**src/lar_pkg.sv**
```systemverilog
// ----------------------------------------------------------------------------
// lar_pkg
// Shared sizes, codes, control structs and helpers for the line assembly
// ring queue.
// ----------------------------------------------------------------------------
package lar_pkg;

   // Ring geometry
   localparam int LINE_COUNT = 8;
   localparam int LINE_LEN   = 32;
   localparam int SLOT_BYTES = LINE_LEN + 1;
   localparam int STORE_DEPTH = LINE_COUNT * SLOT_BYTES;

   localparam int SLOT_W = $clog2(LINE_COUNT);
   localparam int POS_W  = $clog2(LINE_LEN + 1);
   localparam int ADDR_W = $clog2(STORE_DEPTH);
   localparam int BYTE_W = 8;

   // Byte codes
   localparam logic [BYTE_W-1:0] NEWLINE = 8'h0A;
   localparam logic [BYTE_W-1:0] TERM    = 8'h00;

   // Request function codes
   localparam logic FUNC_PUSH = 1'b0;
   localparam logic FUNC_POP  = 1'b1;

   // Pointer update commands from the sequencer
   typedef struct packed {
      logic adv_write;
      logic adv_read;
      logic clr_pos;
      logic inc_pos;
   } ring_cmd_type;

   // Pointer status back to the sequencer
   typedef struct packed {
      logic [SLOT_W-1:0] write_slot;
      logic [SLOT_W-1:0] read_slot;
      logic [POS_W-1:0]  pos;
      logic              full;
      logic              empty;
   } ring_stat_type;

   // Step a slot index around the ring
   function automatic logic [SLOT_W-1:0] next_slot(input logic [SLOT_W-1:0] slot);
      logic [SLOT_W-1:0] res;
      if (slot == SLOT_W'(LINE_COUNT - 1)) begin
         res = '0;
      end else begin
         res = slot + SLOT_W'(1);
      end
      return res;
   endfunction

   // Flat store address of a byte within a slot
   function automatic logic [ADDR_W-1:0] store_addr(input logic [SLOT_W-1:0] slot,
                                                    input logic [POS_W-1:0]  pos);
      logic [ADDR_W-1:0] res;
      res = ADDR_W'(slot) * ADDR_W'(SLOT_BYTES) + ADDR_W'(pos);
      return res;
   endfunction

endpackage

```
**src/lar_ram.sv**
```systemverilog
// ----------------------------------------------------------------------------
// lar_ram
// Generic single-clock RAM, one write port and one read port, registered read.
// ----------------------------------------------------------------------------
module lar_ram #(
   parameter int WIDTH = 8,
   parameter int DEPTH = 256
) (
   input  logic                     clock,
   input  logic                     wr_en,
   input  logic [$clog2(DEPTH)-1:0] wr_addr,
   input  logic [WIDTH-1:0]         wr_data,
   input  logic [$clog2(DEPTH)-1:0] rd_addr,
   output logic [WIDTH-1:0]         rd_data
);

   logic [WIDTH-1:0] mem_ff [DEPTH];
   logic [WIDTH-1:0] rd_data_ff;

   // Write one entry, read one entry every cycle
   always_ff @(posedge clock) begin
      if (wr_en) begin
         mem_ff[wr_addr] <= wr_data;
      end
      rd_data_ff <= mem_ff[rd_addr];
   end

   assign rd_data = rd_data_ff;

endmodule

```
**src/lar_ring.sv**
```systemverilog
// ----------------------------------------------------------------------------
// lar_ring
// Ring pointers: slot under assembly, oldest complete slot, and the byte
// position in the line being assembled. Reports full and empty.
// ----------------------------------------------------------------------------
module lar_ring import lar_pkg::*; (
   input  logic          clock,
   input  logic          reset,
   input  ring_cmd_type  cmd,
   output ring_stat_type stat
);

   logic [SLOT_W-1:0] write_slot_ff, write_slot_in;
   logic [SLOT_W-1:0] read_slot_ff, read_slot_in;
   logic [POS_W-1:0]  char_pos_ff, char_pos_in;
   logic [POS_W-1:0]  pos_eff;

   // Clamp the position to the line length
   assign pos_eff = (char_pos_ff > POS_W'(LINE_LEN)) ? POS_W'(LINE_LEN) : char_pos_ff;

   // Next pointer values
   always_comb begin
      write_slot_in = cmd.adv_write ? next_slot(write_slot_ff) : write_slot_ff;
      read_slot_in  = cmd.adv_read  ? next_slot(read_slot_ff)  : read_slot_ff;
      if (cmd.clr_pos) begin
         char_pos_in = '0;
      end else if (cmd.inc_pos) begin
         char_pos_in = pos_eff + POS_W'(1);
      end else begin
         char_pos_in = char_pos_ff;
      end
   end

   // Hold pointers
   always_ff @(posedge clock) begin
      if (reset) begin
         write_slot_ff <= '0;
         read_slot_ff  <= '0;
         char_pos_ff   <= '0;
      end else begin
         write_slot_ff <= write_slot_in;
         read_slot_ff  <= read_slot_in;
         char_pos_ff   <= char_pos_in;
      end
   end

   // Status
   always_comb begin
      stat.write_slot = write_slot_ff;
      stat.read_slot  = read_slot_ff;
      stat.pos        = pos_eff;
      stat.full       = (next_slot(write_slot_ff) == read_slot_ff);
      stat.empty      = (write_slot_ff == read_slot_ff);
   end

endmodule

```
**src/line_assembly_ring_queue_top.sv**
```systemverilog
// ----------------------------------------------------------------------------
// line_assembly_ring_queue_top
// Assembles received bytes into text lines in a ring of line slots and
// streams out the oldest complete line on request.
// ----------------------------------------------------------------------------
// Usage:
//   Request channel: drive req_func/req_rx_byte with start; the beat is taken
//   on a clock edge where start is high and busy is low. Push (func 0) stores
//   a byte; a newline or a byte arriving at a full line ends the line, writes
//   the terminator, and commits the line (or drops it with overrun when the
//   ring is full). Pop (func 1) streams the oldest line up to its terminator.
//   Response channel: each result beat is on the rsp_ ports for one cycle
//   with rsp_strobe high; rsp_last marks the final beat of a request. The
//   receiver cannot stall; every beat must be taken when presented.
//   Sequence: a push, or a pop on an empty ring, holds busy high in S_ACK;
//   its single beat is registered as S_ACK ends, and the next request can
//   be taken in the cycle that beat is shown. A pop steps through S_RD and
//   S_DATA for each result byte (terminator included) with busy high; each
//   beat is registered as S_DATA ends, and the next request can be taken in
//   the cycle the last beat is shown: each byte is a read of the line store
//   in S_RD and its registered data in S_DATA, so the RAM read sets the pace.
//   Reset: pointers clear and the ring is empty; no clearing pass is run,
//   since a pop only reads bytes written while its line was assembled.
// ----------------------------------------------------------------------------
module line_assembly_ring_queue_top import lar_pkg::*; (
   input  logic              clock,
   input  logic              reset,
   input  logic              start,
   output logic              busy,
   input  logic              req_func,
   input  logic [BYTE_W-1:0] req_rx_byte,
   output logic              rsp_strobe,
   output logic [BYTE_W-1:0] rsp_line_byte,
   output logic              rsp_has_data,
   output logic              rsp_last,
   output logic              rsp_queue_full,
   output logic              rsp_queue_empty,
   output logic              rsp_overrun
);

   typedef enum logic [1:0] {
      S_IDLE,
      S_ACK,
      S_RD,
      S_DATA
   } state_type;

   state_type         state_ff;
   logic              ovr_ff;
   logic [SLOT_W-1:0] base_ff;
   logic [POS_W-1:0]  n_ff;

   logic              rsp_strobe_ff;
   logic [BYTE_W-1:0] rsp_line_byte_ff;
   logic              rsp_has_data_ff;
   logic              rsp_last_ff;
   logic              rsp_full_ff;
   logic              rsp_empty_ff;
   logic              rsp_overrun_ff;

   ring_cmd_type      cmd;
   ring_stat_type     stat;

   logic              accept;
   logic              push_go;
   logic              line_end;
   logic              wr_en;
   logic [ADDR_W-1:0] wr_addr;
   logic [BYTE_W-1:0] wr_data;
   logic [ADDR_W-1:0] rd_addr;
   logic [BYTE_W-1:0] rd_data;
   logic [BYTE_W-1:0] pop_byte;

   lar_ring u_ring (
      .clock (clock),
      .reset (reset),
      .cmd   (cmd),
      .stat  (stat)
   );

   lar_ram #(
      .WIDTH (BYTE_W),
      .DEPTH (STORE_DEPTH)
   ) u_store (
      .clock   (clock),
      .wr_en   (wr_en),
      .wr_addr (wr_addr),
      .wr_data (wr_data),
      .rd_addr (rd_addr),
      .rd_data (rd_data)
   );

   // Decode the accepted beat
   assign busy     = (state_ff != S_IDLE);
   assign accept   = start && !busy;
   assign push_go  = accept && (req_func == FUNC_PUSH);
   assign line_end = (req_rx_byte == NEWLINE) || (stat.pos == POS_W'(LINE_LEN));

   // Store the pushed byte, or the terminator at a line end
   assign wr_en   = push_go;
   assign wr_addr = store_addr(stat.write_slot, stat.pos);
   assign wr_data = line_end ? TERM : req_rx_byte;
   assign rd_addr = store_addr(base_ff, n_ff);

   // Force the terminator at the last position of a slot
   assign pop_byte = (n_ff == POS_W'(LINE_LEN)) ? TERM : rd_data;

   // Pointer commands
   always_comb begin
      cmd.adv_write = push_go && line_end && !stat.full;
      cmd.clr_pos   = push_go && line_end;
      cmd.inc_pos   = push_go && !line_end;
      cmd.adv_read  = accept && (req_func == FUNC_POP) && !stat.empty;
   end

   // Sequencer and response registers
   always_ff @(posedge clock) begin
      if (reset) begin
         state_ff      <= S_IDLE;
         rsp_strobe_ff <= 1'b0;
         ovr_ff        <= 1'b0;
         n_ff          <= '0;
         base_ff       <= '0;
      end else begin
         rsp_strobe_ff <= 1'b0;
         case (state_ff)
            S_IDLE: begin
               if (accept) begin
                  if (req_func == FUNC_PUSH) begin
                     ovr_ff   <= line_end && stat.full;
                     state_ff <= S_ACK;
                  end else if (stat.empty) begin
                     ovr_ff   <= 1'b0;
                     state_ff <= S_ACK;
                  end else begin
                     base_ff  <= stat.read_slot;
                     n_ff     <= '0;
                     state_ff <= S_RD;
                  end
               end
            end
            S_ACK: begin
               rsp_strobe_ff    <= 1'b1;
               rsp_line_byte_ff <= TERM;
               rsp_has_data_ff  <= 1'b0;
               rsp_last_ff      <= 1'b1;
               rsp_full_ff      <= stat.full;
               rsp_empty_ff     <= stat.empty;
               rsp_overrun_ff   <= ovr_ff;
               state_ff         <= S_IDLE;
            end
            S_RD: begin
               state_ff <= S_DATA;
            end
            S_DATA: begin
               rsp_strobe_ff    <= 1'b1;
               rsp_line_byte_ff <= pop_byte;
               rsp_has_data_ff  <= 1'b1;
               rsp_last_ff      <= (pop_byte == TERM);
               rsp_full_ff      <= stat.full;
               rsp_empty_ff     <= stat.empty;
               rsp_overrun_ff   <= 1'b0;
               if (pop_byte == TERM) begin
                  state_ff <= S_IDLE;
               end else begin
                  n_ff     <= n_ff + POS_W'(1);
                  state_ff <= S_RD;
               end
            end
            default: begin
               state_ff <= S_IDLE;
            end
         endcase
      end
   end

   assign rsp_strobe      = rsp_strobe_ff;
   assign rsp_line_byte   = rsp_line_byte_ff;
   assign rsp_has_data    = rsp_has_data_ff;
   assign rsp_last        = rsp_last_ff;
   assign rsp_queue_full  = rsp_full_ff;
   assign rsp_queue_empty = rsp_empty_ff;
   assign rsp_overrun     = rsp_overrun_ff;

   // Checks
   a_accept_busy: assert property (@(posedge clock) disable iff (reset)
      (start && !busy) |=> busy)
      else $error("accepted request did not raise busy");

   a_full_empty: assert property (@(posedge clock) disable iff (reset)
      rsp_strobe |-> !(rsp_queue_full && rsp_queue_empty))
      else $error("ring reported full and empty together");

   a_term_last: assert property (@(posedge clock) disable iff (reset)
      (rsp_strobe && rsp_has_data && (rsp_line_byte == TERM)) |-> rsp_last)
      else $error("terminator beat not marked last");

   a_overrun: assert property (@(posedge clock) disable iff (reset)
      (rsp_strobe && rsp_overrun) |-> (!rsp_has_data && rsp_queue_full))
      else $error("overrun reported without a full ring");

endmodule
```
**config.mk**
```make
export PLATFORM = sky130hd
export DESIGN_NAME = line_assembly_ring_queue_top
export DESIGN_NICKNAME = d
export VERILOG_FILES = /design/src/lar_pkg.sv /design/src/lar_ram.sv /design/src/lar_ring.sv /design/src/line_assembly_ring_queue_top.sv
export SDC_FILE = /design/constraint.sdc
export NUM_CORES = 2
export LEC_CHECK = 0
export BUFFER_PORTS_ARGS = -buffer_cell sky130_fd_sc_hd__buf_2
export CAP_MARGIN = 20
export CORE_UTILIZATION = 30
export DETAILED_ROUTE_END_ITERATION = 6
export PLACE_DENSITY = 0.47
export SLEW_MARGIN = 10
export SYNTH_ARGS = -nofsm -noshare
export SYNTH_HDL_FRONTEND = slang
export SYNTH_SLANG_ARGS = --single-unit
```
**constraint.sdc**
```tcl
create_clock -name clock -period 9.85 [get_ports clock]
set_clock_uncertainty 0.15 [all_clocks]
set_input_delay 0.985 -clock clock [delete_from_list [all_inputs] [get_ports clock]]
set_output_delay 0.985 -clock clock [all_outputs]
set_load 0.1 [all_outputs]
```
==> flow_summary.ini <==
[worst_setup_path]
critPathRequiredTime_ps = 10430
crit_path_start_kind = flip-flop
crit_path_end_kind = flip-flop
crit_type = flip-flop to flip-flop
cp.buffers_inverters = 5
slowest_stage = fa_4
r2r_slack_ps = 3860
crit_fanout = 37
cp_slowest_stage_delay_ps = 1060
arrival_ps = 6570
crit_family = buffers and inverters
cp_cell_sequence = ha_1 -> ha_4 -> inv_1 -> fa_4 -> buf_4 -> clkinv_2 -> buf_4 -> and2_1 -> a211oi_1 -> a2111oi_0 -> buf_1 -> a2111oi_0 -> a22o_1 -> a221oi_1

[place]
dp_slack_ps = 4060
dp_hpwl_um = 143000
io_buffers = 26
place.gp.congestion = 0.7996

[power]
clock_power_share_pct = 45.3
switching_share_pct = 20.24
pwr-share-seq_pct = 53.5
power.density_nw_per_um2 = 194.9
power_leakage_nw = 28.88
p_sw_mw = 3.818
power.internal_mw = 15.05
power.total_mw = 18.86
combPwrFrac_pct = 1.2
ir_worst_vdd_v = 0.0001706

[sta]
relSlewSlack_pct = 10.46
maxSlewViolCount = 0
holdWs_ps = 305.6
fin_crit_sh_pct = 60.80
worst_slack_ps = 3861
fmax_mhz = 167.0
hold_viol = 0
worst_pin_slew_ps = 1343
rsz0062_at_grt = no
setup_viol = 0
min_period_ps = 5989
fin_setup_tns_ps = 0

[die]
rows = 194
start_util_pct = 30.27
coreArea_um2 = 280400
die_h_um = 533.8
die_w_um = 533.8
fp.dieArea_um2 = 285000
top_level_ports = 27

[yosys]
ys_seq_elements = 2158
synth-edff-count = 2125
mappedNetlistArea_um2 = 84850
synth_top_area_cell = edfxtp_1
ys_seq_area_share_pct = 75.98
synthesis.nets = 4056
synth_top_area_share_pct = 75.20
synthCells = 4019
ys.warnings.count = 0
synth_ff_type = edfxtp_1
avgSynthCellArea_um2 = 21.11
ys_async_sr_fraction_pct = 0
ys_types = 67
synth_area_leaders = edfxtp_1 75%, mux4_2 15%, mux2i_1 1.5%

[grt]
first_global_vias = 42153
grt_max_degree = 220
overflow = 0
grt_pass1_wl_um = 339100
antenna_found_initial = 13
grt_use_total_pct = 16.82

[clock_network]
clockBufferDepth = 3
ctsHoldBuffers = 0
cts_tree = done
clk_pin_slew_ps = 70
clock_sinks = 2158
cts_buffers = 221
clk_latency_ps = 880
htree_num_levels = 4
cts_setup_buffers = 0
cts_resized = 0
cts_root_buffer = clkbuf_16

[detailed_routing]
wl_per_cell_um = 29.98
drtAntennaViolNets = 0
top_layer = met5
drcViolationCount = 0
wl_met3_um = 15950
vias_per_cell = 5.119
drt_iter0_markers = 4363
finalWirelength_um = 241600
wl_met2_um = 112500
vias = 41262
m1WireLength_um = 107500
drtPass1Iterations = 5

[final_layout]
num-nets-final = 4176
multi_input_area_um2 = 19060
layout-area-overhead-vs-synth_pct = 14.05
final_layout_size_suffix_gt1_share_pct = 24.55
num-fill-cells = 26075
register_area_um2 = 64470

[worst_hold_path]
hold_path_class = flip-flop to flip-flop

[job]
cap_violations = 0

[status]
outcome = complete, no violations
## registers in the layout (all words and copies together), names as in the netlist
register / flops
u_store.rd_data: 8
u_store.mem_ff: 2112
rsp_queue_full: 1
rsp_line_byte: 8
rsp_has_data: 1
rsp_last: 1
rsp_overrun: 1
base_ff: 3
rsp_queue_empty: 1
u_ring.read_slot_ff: 3
n_ff: 6
state_ff: 2
ovr_ff: 1
u_ring.char_pos_ff: 6
u_ring.write_slot_ff: 3
rsp_strobe: 1
## logic make-up after synthesis
logic type	share of synthesized area [%]
DFF	75.98
muxes	16.55
and+or+nand+nor	3.412
buffers and inverters	1.722
AOI/OAI and AO/OA	1.718
adders and majority gates	0.3863
xor gates and xnor gates	0.2286
## per-stage QoR
stage	std cells	area (µm²)	util, %
after floorplan	4019	84850	-
final	8061	96770	34.52
after CTS	8055	96700	34.49
after global placement	7630	89240	31.83
after global routing	8059	96770	34.52
after detailed placement	7637	89330	31.86
## cell usage in the layout, fill, tap and decap left out, types with 14 or more instances in the layout
master / count
edfxtp_1: 2125
bufinv_16: 27
clkbuf_16: 225
clkinv_1: 39
ha_1: 21
buf_2: 26
and3_1: 28
mux4_2: 567
inv_1: 17
nor3_1: 23
o22ai_1: 22
a2111oi_0: 14
clkbuf_1: 49
nand2_2: 18
a21oi_1: 28
nand2_1: 173
a31oi_1: 16
nor2_1: 310
clkinv_2: 49
a211oi_1: 20
o21ai_0: 16
buf_12: 16
nand3_1: 42
buf_4: 74
mux2i_1: 124
dfxtp_1: 33
## worst reg2reg max path, delay by kind of cell (launching register included)
kind | cells | cell delay [ps]
AO/OA/AOI/OAI | 5 | 1720
adder cells (fa/ha/maj) | 3 | 1530
buffers and inverters | 5 | 1810
flip-flops | 1 | 340
AND/OR/NAND/NOR | 1 | 290
## cell type report
cell class | instances | area share (%)
flip-flops and latches | 2158 | 66.62
multi-input cells | 1614 | 19.70
clock buffers | 278 | 6.065
well taps | 3724 | 4.815
clock inverters | 140 | 1.546
repair buffers | 125 | 1.171
inverters | 19 | 0.07499
diodes | 3 | 0.007758
## path summary, 6_finish.rpt
kind / from / end / cells after the start
setup / recovery: n_ff[1]$_SDFFE_PP0P_ / u_store.rd_data[0]$_DFF_P_ / 14
hold / removal: u_ring.char_pos_ff[1]$_SDFFE_PP0P_ / u_ring.char_pos_ff[1]$_SDFFE_PP0P_ / 2
setup reg to reg: n_ff[1]$_SDFFE_PP0P_ / u_store.rd_data[0]$_DFF_P_ / 14
hold reg to reg: u_ring.char_pos_ff[1]$_SDFFE_PP0P_ / u_ring.char_pos_ff[1]$_SDFFE_PP0P_ / 2
## per-layer routing
metal	vias up	global-route usage [%]
li1	16946	-
met3	295	3.058
met5	-	0
met1	22593	23.99
met4	6	4.395
met2	1422	26.43
## power by group through the flow
stage,combinational (mW),sequential (mW),clock (mW)
floorplan,0.0845,10.3,0
global placement,0.220,10.3,0
detailed placement,0.227,10.3,0
CTS,0.226,10.1,8.71
global route,0.237,10.1,9.03
finish,0.222,10.1,8.55
## cell usage after synthesis (all sizes together) (17+ instances only)
library cell,n
ha,23
o21ai,17
mux4,567
o22ai,22
mux2i,124
nor3,23
and2,19
and3,30
nor2,311
nand3,42
clkbuf,79
buf,149
a31oi,17
inv,19
dfxtp,33
edfxtp,2125
a211oi,20
nand2,192
a21oi,28
(Power assumes the default switching activity.)
